`src/rtl/core/pfifo_pkg.sv`:
```
`timescale 1ns / 1ps

package pfifo_pkg;

    localparam int DEPTH_DEF   = 16;
    localparam int ID_BITS_DEF = 16;

    // operation codes carried in the low bits of an input transfer
    typedef enum logic [1:0] {
        OP_PUSH   = 2'd0,
        OP_POP    = 2'd1,
        OP_REMOVE = 2'd2,
        OP_NOP    = 2'd3
    } op_t;

    // result status codes
    typedef enum logic [1:0] {
        STAT_DONE    = 2'd0,
        STAT_EMPTY   = 2'd1,
        STAT_FULL    = 2'd2,
        STAT_MISSING = 2'd3
    } status_t;

endpackage

```
`src/rtl/core/pfifo_mem.sv`:
```
`timescale 1ns / 1ps

module pfifo_mem #(
    parameter int DEPTH   = 16,
    parameter int ID_BITS = 16
) (
    input  logic                     aclk,
    input  logic                     wr_en,
    input  logic [$clog2(DEPTH)-1:0] wr_addr,
    input  logic [ID_BITS-1:0]       wr_data,
    input  logic [$clog2(DEPTH)-1:0] rd_addr,
    output logic [ID_BITS-1:0]       rd_data
);

    logic [ID_BITS-1:0] mem [DEPTH];
    logic [ID_BITS-1:0] rd_data_reg;

    always_ff @(posedge aclk) begin
        if (wr_en) begin
            mem[wr_addr] <= wr_data;
        end
    end

    // registered read: data appears in the cycle after the address
    always_ff @(posedge aclk) begin
        rd_data_reg <= mem[rd_addr];
    end

    assign rd_data = rd_data_reg;

endmodule

```
`src/rtl/core/pfifo_seq.sv`:
```
`timescale 1ns / 1ps

module pfifo_seq #(
    parameter int DEPTH   = 16,
    parameter int ID_BITS = 16
) (
    input  logic                       aclk,
    input  logic                       aresetn,
    // request side
    input  logic                       in_valid,
    output logic                       in_ready,
    input  pfifo_pkg::op_t             in_op,
    input  logic [ID_BITS-1:0]         in_id,
    // result side
    output logic                       res_valid,
    input  logic                       res_ready,
    output pfifo_pkg::status_t         res_status,
    output logic [ID_BITS-1:0]         res_id,
    output logic [$clog2(DEPTH+1)-1:0] res_count,
    // memory port
    output logic                       mem_wr_en,
    output logic [$clog2(DEPTH)-1:0]   mem_wr_addr,
    output logic [ID_BITS-1:0]         mem_wr_data,
    output logic [$clog2(DEPTH)-1:0]   mem_rd_addr,
    input  logic [ID_BITS-1:0]         mem_rd_data
);

    import pfifo_pkg::*;

    localparam int PW = $clog2(DEPTH);
    localparam int CW = $clog2(DEPTH + 1);

    typedef enum logic [5:0] {
        ST_IDLE     = 6'b000001,
        ST_DISPATCH = 6'b000010,
        ST_POP_WAIT = 6'b000100,
        ST_SCAN     = 6'b001000,
        ST_SHIFT    = 6'b010000,
        ST_FIN      = 6'b100000
    } state_t;

    state_t             state_reg, state_next;
    op_t                op_reg, op_next;
    logic [ID_BITS-1:0] id_reg, id_next;
    logic [PW-1:0]      head_reg, head_next;
    logic [CW-1:0]      occ_reg, occ_next;
    logic [CW-1:0]      k_reg, k_next;
    status_t            status_reg, status_next;
    logic [ID_BITS-1:0] out_id_reg, out_id_next;

    logic [CW-1:0]      k_plus1;
    logic [CW-1:0]      k_plus2;

    // physical slot of the entry at offset off from the head
    function automatic logic [PW-1:0] slot_at(input logic [PW-1:0] base,
                                              input logic [CW-1:0] off);
        logic [CW:0] s;
        s = (CW+1)'(base) + (CW+1)'(off);
        if (s >= (CW+1)'(DEPTH)) begin
            s = s - (CW+1)'(DEPTH);
        end
        return s[PW-1:0];
    endfunction

    assign k_plus1 = k_reg + CW'(1);
    assign k_plus2 = k_reg + CW'(2);

    always_comb begin
        state_next  = state_reg;
        op_next     = op_reg;
        id_next     = id_reg;
        head_next   = head_reg;
        occ_next    = occ_reg;
        k_next      = k_reg;
        status_next = status_reg;
        out_id_next = out_id_reg;
        mem_wr_en   = 1'b0;
        mem_wr_addr = slot_at(head_reg, occ_reg);
        mem_wr_data = id_reg;
        mem_rd_addr = head_reg;

        unique case (state_reg)
            ST_IDLE: begin
                if (in_valid) begin
                    op_next    = in_op;
                    id_next    = in_id;
                    state_next = ST_DISPATCH;
                end
            end
            ST_DISPATCH: begin
                status_next = STAT_DONE;
                out_id_next = '0;
                k_next      = '0;
                unique case (op_reg)
                    OP_PUSH: begin
                        if (occ_reg == CW'(DEPTH)) begin
                            status_next = STAT_FULL;
                        end else begin
                            mem_wr_en = 1'b1;
                            occ_next  = occ_reg + CW'(1);
                        end
                        state_next = ST_FIN;
                    end
                    OP_POP: begin
                        if (occ_reg == '0) begin
                            status_next = STAT_EMPTY;
                            state_next  = ST_FIN;
                        end else begin
                            state_next = ST_POP_WAIT;
                        end
                    end
                    OP_REMOVE: begin
                        if (occ_reg == '0) begin
                            status_next = STAT_EMPTY;
                            state_next  = ST_FIN;
                        end else begin
                            state_next = ST_SCAN;
                        end
                    end
                    default: begin
                        state_next = ST_FIN;
                    end
                endcase
            end
            ST_POP_WAIT: begin
                out_id_next = mem_rd_data;
                head_next   = slot_at(head_reg, CW'(1));
                occ_next    = occ_reg - CW'(1);
                state_next  = ST_FIN;
            end
            ST_SCAN: begin
                // read data is entry k, fetch entry k+1 behind it
                mem_rd_addr = slot_at(head_reg, k_plus1);
                if (mem_rd_data == id_reg) begin
                    out_id_next = id_reg;
                    if (k_plus1 == occ_reg) begin
                        occ_next   = occ_reg - CW'(1);
                        state_next = ST_FIN;
                    end else begin
                        state_next = ST_SHIFT;
                    end
                end else if (k_plus1 == occ_reg) begin
                    status_next = STAT_MISSING;
                    state_next  = ST_FIN;
                end else begin
                    k_next = k_plus1;
                end
            end
            ST_SHIFT: begin
                // read data is entry k+1, moved down into slot k
                mem_wr_en   = 1'b1;
                mem_wr_addr = slot_at(head_reg, k_reg);
                mem_wr_data = mem_rd_data;
                mem_rd_addr = slot_at(head_reg, k_plus2);
                if (k_plus2 < occ_reg) begin
                    k_next = k_plus1;
                end else begin
                    occ_next   = occ_reg - CW'(1);
                    state_next = ST_FIN;
                end
            end
            ST_FIN: begin
                if (res_ready) begin
                    state_next = ST_IDLE;
                end
            end
            default: begin
                state_next = ST_IDLE;
            end
        endcase
    end

    always_ff @(posedge aclk) begin
        if (!aresetn) begin
            state_reg <= ST_IDLE;
            head_reg  <= '0;
            occ_reg   <= '0;
        end else begin
            state_reg <= state_next;
            head_reg  <= head_next;
            occ_reg   <= occ_next;
        end
    end

    always_ff @(posedge aclk) begin
        op_reg     <= op_next;
        id_reg     <= id_next;
        k_reg      <= k_next;
        status_reg <= status_next;
        out_id_reg <= out_id_next;
    end

    assign in_ready   = (state_reg == ST_IDLE);
    assign res_valid  = (state_reg == ST_FIN);
    assign res_status = status_reg;
    assign res_id     = out_id_reg;
    assign res_count  = occ_reg;

endmodule

```
`src/rtl/core/process_fifo_with_remove_by_id_core.sv`:
```
`timescale 1ns / 1ps

// channel   direction  handshake                   data
// s_axis    in         s_axis_tvalid/s_axis_tready operation, proc_id
// m_axis    out        m_axis_tvalid/m_axis_tready status, out_id, count_after
//
// push and the unused code pass from dispatch straight to the result; a non-empty pop adds a memory read wait
// remove scans entries from the head until the match, then shifts each entry behind it down one slot;
// a miss scans all entries; the single read port of the slot memory moves one entry a cycle
// reset clears head pointer, count and handshake state; slot contents are not cleared
// a new request is taken while the previous result waits in the output register;
// the sequencer holds its result until that register is free

module process_fifo_with_remove_by_id_core #(
    parameter int DEPTH   = pfifo_pkg::DEPTH_DEF,
    parameter int ID_BITS = pfifo_pkg::ID_BITS_DEF
) (
    input  logic aclk,
    input  logic aresetn,

    input  logic                                             s_axis_tvalid,
    output logic                                             s_axis_tready,
    // operation, proc_id
    input  logic [((ID_BITS+2+7)/8)*8-1:0]                   s_axis_tdata,

    output logic                                             m_axis_tvalid,
    input  logic                                             m_axis_tready,
    // status, out_id, count_after
    output logic [((ID_BITS+2+$clog2(DEPTH+1)+7)/8)*8-1:0]  m_axis_tdata
);

    import pfifo_pkg::*;

    localparam int PW    = $clog2(DEPTH);
    localparam int CW    = $clog2(DEPTH + 1);
    localparam int OUT_W = ((ID_BITS + 2 + CW + 7) / 8) * 8;

    op_t                in_op;
    logic [ID_BITS-1:0] in_id;

    logic               res_valid;
    logic               res_ready;
    status_t            res_status;
    logic [ID_BITS-1:0] res_id;
    logic [CW-1:0]      res_count;

    logic               mem_wr_en;
    logic [PW-1:0]      mem_wr_addr;
    logic [ID_BITS-1:0] mem_wr_data;
    logic [PW-1:0]      mem_rd_addr;
    logic [ID_BITS-1:0] mem_rd_data;

    logic               out_valid_reg, out_valid_next;
    logic [OUT_W-1:0]   out_data_reg, out_data_next;

    // unpack the input transfer, padding bits ignored
    assign in_op = op_t'(s_axis_tdata[1:0]);
    assign in_id = s_axis_tdata[ID_BITS+1:2];

    pfifo_seq #(
        .DEPTH   (DEPTH),
        .ID_BITS (ID_BITS)
    ) u_seq (
        .aclk        (aclk),
        .aresetn     (aresetn),
        .in_valid    (s_axis_tvalid),
        .in_ready    (s_axis_tready),
        .in_op       (in_op),
        .in_id       (in_id),
        .res_valid   (res_valid),
        .res_ready   (res_ready),
        .res_status  (res_status),
        .res_id      (res_id),
        .res_count   (res_count),
        .mem_wr_en   (mem_wr_en),
        .mem_wr_addr (mem_wr_addr),
        .mem_wr_data (mem_wr_data),
        .mem_rd_addr (mem_rd_addr),
        .mem_rd_data (mem_rd_data)
    );

    pfifo_mem #(
        .DEPTH   (DEPTH),
        .ID_BITS (ID_BITS)
    ) u_mem (
        .aclk    (aclk),
        .wr_en   (mem_wr_en),
        .wr_addr (mem_wr_addr),
        .wr_data (mem_wr_data),
        .rd_addr (mem_rd_addr),
        .rd_data (mem_rd_data)
    );

    // output register: free when empty or being drained this cycle
    assign res_ready = !out_valid_reg || m_axis_tready;

    always_comb begin
        out_valid_next = out_valid_reg;
        out_data_next  = out_data_reg;
        if (res_valid && res_ready) begin
            out_valid_next = 1'b1;
            out_data_next  = OUT_W'({res_count, res_id, res_status});
        end else if (m_axis_tready) begin
            out_valid_next = 1'b0;
        end
    end

    always_ff @(posedge aclk) begin
        if (!aresetn) begin
            out_valid_reg <= 1'b0;
        end else begin
            out_valid_reg <= out_valid_next;
        end
    end

    always_ff @(posedge aclk) begin
        out_data_reg <= out_data_next;
    end

    assign m_axis_tvalid = out_valid_reg;
    assign m_axis_tdata  = out_data_reg;

endmodule
```
`config.mk`:
```
export PLATFORM = sky130hd
export DESIGN_NAME = process_fifo_with_remove_by_id_core
export DESIGN_NICKNAME = d
export VERILOG_FILES = /design/src/rtl/core/pfifo_pkg.sv /design/src/rtl/core/pfifo_mem.sv /design/src/rtl/core/pfifo_seq.sv /design/src/rtl/core/process_fifo_with_remove_by_id_core.sv
export SDC_FILE = /design/constraint.sdc
export NUM_CORES = 1
export LEC_CHECK = 0
export ABC_AREA = 0
export BUFFER_PORTS_ARGS = -buffer_cell sky130_fd_sc_hd__buf_2
export CORE_MARGIN = 2
export CORE_UTILIZATION = 46
export DETAILED_ROUTE_END_ITERATION = 10
export PLACE_DENSITY = 0.68
export SLEW_MARGIN = 30
export SYNTH_ARGS = -nofsm -noshare
export SYNTH_HDL_FRONTEND = slang
export SYNTH_SLANG_ARGS = --single-unit
```
`constraint.sdc`:
```
create_clock -name aclk -period 4.45 [get_ports aclk]
set_input_delay 0.2225 -clock aclk [delete_from_list [all_inputs] [get_ports aclk]]
set_output_delay 0.2225 -clock aclk [all_outputs]
set_load 0.1 [all_outputs]
```
==> flow_summary.yaml <==
floorplan:
  core-area_mm2: 0.0345
  row_count: 68
  io_pins: 54
  initial_core_util: 0.465
  fp.dieH_um: 191
  die_w_um: 191
  fp.dieArea_mm2: 0.0364
detailed_routing:
  viasPerCell: 6.40
  drcViolationCount: 0
  dr_total_vias: 11100
  dr.pass1.iters: 5
  ant_nets: 0
  post_drt_wl_per_cell_um: 24.2
  postRouteWirelength_um: 41900
  drt_iter0_markers: 1345
global_route:
  grt_max_degree: 94
  use_met2: 0.362
  grt_pass1_wl_um: 63200
  grt_pass1_vias: 10600
  top_usage_layer: "met2"
  overflow: 0
  grt.total_usage: 0.230
  met1_usage: 0.320
  grtUsageMet3: 0.0416
  antenna_found_initial: 0
synth:
  ys_types: 55
  syn_nets: 1257
  synth_fa_ha_area_frac: 0.0201
  syn_avg_cell_area_um2: 13.3
  synth_top_area_frac: 0.599
  synth.mux.area_fraction: 0.0263
  synthSimpleGateAreaFrac: 0.135
  synth_xor_area_frac: 0.0257
  synthFlopType: "edfxtp_1"
  synth_top_family_by_area: "simple AND/OR/NAND/NOR gates"
  synthTopCellsByArea: "edfxtp_1, and3_1, dfxtp_1"
  synth-seq-cells: 352
  yosysWarnings: 0
  synth_top_cell_by_area: "edfxtp_1"
  ys_async_sr_fraction: 0
  synth_compound_area_frac: 0.119
  syn_inst: 1205
  synth_edf_count: 320
  synth_area_mm2: 0.0160
  ys_seq_area_frac: 0.639
critical_path:
  required_ns: 4.84
  rr_startpoint: "u_seq.state_reg[0]$_SDFFE_PN1P_"
  reg2regPathDepth: 12
  r2r-end: "u_mem.rd_data[14]$_DFF_P_"
  cp_top_family: "simple AND/OR/NAND/NOR gates"
  cp_cell_sequence: "nor3_1, nand3_1, o21ai_0, inv_1, fa_1, xnor2_2, nand3_4, buf_4, and3_1, a211oi_1, o31ai_1, mux2_2"
  cp_slowest_cell: "buf_4"
  cpPeakStageDelay_ns: 0.44
  critPathArrivalTime_ns: 4.35
  startpoint_type: "register"
  cp-end-kind: "register"
  cp_num_buf_inv: 2
  regToRegSetupSlack_ns: 0.49
  worst-path-max-fanout: 40
  crit_type: "register to register"
timing:
  grt_setup_unrepaired: "false"
  setup_violations: 0
  worst_slack_ns: 0.490
  finalMaxSlewViolations: 0
  fin_crit_ns: 3.96
  finalSetupTns_ns: 0
  period_share: 0.890
  slew_headroom: 0.408
  fmax_ghz: 0.252
  skew_ns: 0.0209
  tightest_slew_ns: 0.887
  finalHoldViolCount: 0
placed_design:
  io_buffers: 46
  dp_hpwl_um: 24800
  postPlaceCellArea_mm2: 0.0169
  place_ws_ns: 0.586
  place.gp.congestion: 0.872
power_and_ir_drop:
  total_power_mw: 8.51
  p_sw_mw: 2.41
  p_int_mw: 6.09
  clkPwrFrac: 0.358
  power_density_mw_per_mm2: 466
  seq_power_share: 0.480
  vdd.ir_drop.worst_uv: 437
  switching_share: 0.284
  p_leak_nw: 6.18
  combPwrFrac: 0.162
final_layout:
  largest_register_ffs: 256
  drive_gt1_frac: 0.166
  multi_input_area_mm2: 0.00533
  seqCellArea_mm2: 0.0103
  fillers: 2840
  layout.nets: 1303
  final_cell_area_mm2: 0.0183
  final_common_cell: "edfxtp_1"
  area_growth_pct: 14.0
  diodes: 0
  final_cell_mix: "edfxtp_1, and3_1, nand4_1"
  regMostFlops: "u_mem.mem"
cts:
  clk_latency_ns: 0.52
  clkSlewWorstSetupHoldPaths_ns: 0.06
  cts_buffer_depth: 3
  cts_made_buffers: 37
  cts_tree: "yes"
  root_buffer: "clkbuf_16"
  h-tree-depth: 2
  cts_sinks: 352
  postCtsSetupRepairBufs: 0
min_path:
  hold_depth: 2
  hp-class: "input port to register"
  min_from: "aresetn"
  hold-path-endpoint: "u_seq.res_count[2]$_SDFFE_PN0P_"
outcome:
  outcome: "complete, no violations"
job:
  maxCapViolCount: 0
worst max path at each step:
| stage | startpoint | endpoint | slack (ns) | cells past startpoint |
|---|---|---|---|---|
| after floorplan | u_seq.state_reg[0]$_SDFFE_PN1P_ | u_mem.mem[6][0]$_DFFE_PP_ | 0.54 | 11 |
| after CTS | u_seq.state_reg[3]$_SDFFE_PN0P_ | u_mem.rd_data[14]$_DFF_P_ | 0.55 | 13 |
| after global placement | u_seq.state_reg[3]$_SDFFE_PN0P_ | u_mem.rd_data[14]$_DFF_P_ | 0.59 | 13 |
| after global routing | u_seq.state_reg[0]$_SDFFE_PN1P_ | u_mem.rd_data[14]$_DFF_P_ | 0.18 | 12 |
| after detailed placement | u_seq.state_reg[3]$_SDFFE_PN0P_ | u_mem.rd_data[14]$_DFF_P_ | 0.59 | 13 |
| final | u_seq.state_reg[0]$_SDFFE_PN1P_ | u_mem.rd_data[14]$_DFF_P_ | 0.49 | 12 |
cell usage after synthesis (all sizes together) (2+ instances only):
master and instances:
nor3 4, nand2 59, nand3b 5, nor2 35, inv 16, nand4 99, clkbuf 75, xor2 23
and2 6, nand2b 3, o31ai 32, dfxtp 32, a21o 4, mux2i 5, nand3 10, a211oi 65
or3 2, and3b 3, o211ai 32, o221ai 64, o21ai 14, a21oi 10, nor4 9, and3 133
xnor2 18, xnor3 2, buf 36, nor2b 4, edfxtp 320, fa 3, a22o 16, ha 21
mux2 33
metrics by stage:
stage | hold WS, ns | std cells | utilization
6_report | 0.0977 | 1734 | 0.530
5_1_grt | 0.105 | 1734 | 0.530
4_1_cts | 0.0923 | 1734 | 0.530
3_5_place_dp | 0.401 | 1649 | 0.490
3_3_place_gp | 0.401 | 1649 | 0.490
2_1_floorplan | 0.321 | 1205 | -
power groups by stage:
| stage | clock network [mW] | registers (mW) | logic, mW |
|---|---|---|---|
| finish | 3.04 | 4.08 | 1.38 |
| detailed placement | 0 | 4.15 | 1.34 |
| global placement | 0 | 4.15 | 1.32 |
| global route | 3.21 | 4.10 | 1.48 |
| floorplan | 0 | 4.09 | 0.928 |
| CTS | 3.08 | 4.08 | 1.35 |
per-layer routing:
layer  wire, µm  vias to the layer above
met5          0                        -
met4       1370                        0
met3       3650                       98
met2      19300                      536
met1      17500                     5537
li1           -                     4932
logic make-up after synthesis:
family	Yosys count
and+or+nand+nor	376
DFF	352
AOI/OAI and AO/OA	244
buffers and inverters	127
xor gates and xnor gates	43
muxes	38
adders and majority gates	24
other	1
cell type report:
type	count	area share
Tap cell	455	0.0312
Clock buffer	50	0.0562
Inverter	16	0.00329
Timing Repair Buffer	118	0.0467
Sequential cell	352	0.561
Multi-Input combinational cell	726	0.292
Clock inverter	17	0.00959
what timing repair did:
action                                 in CTS  in global routing
endpoints found under the hold margin      18                  0
setup endpoints to repair                   0                  0
resized for setup                           0                  0
hold buffers                               18                  0
(Power assumes the default switching activity.)
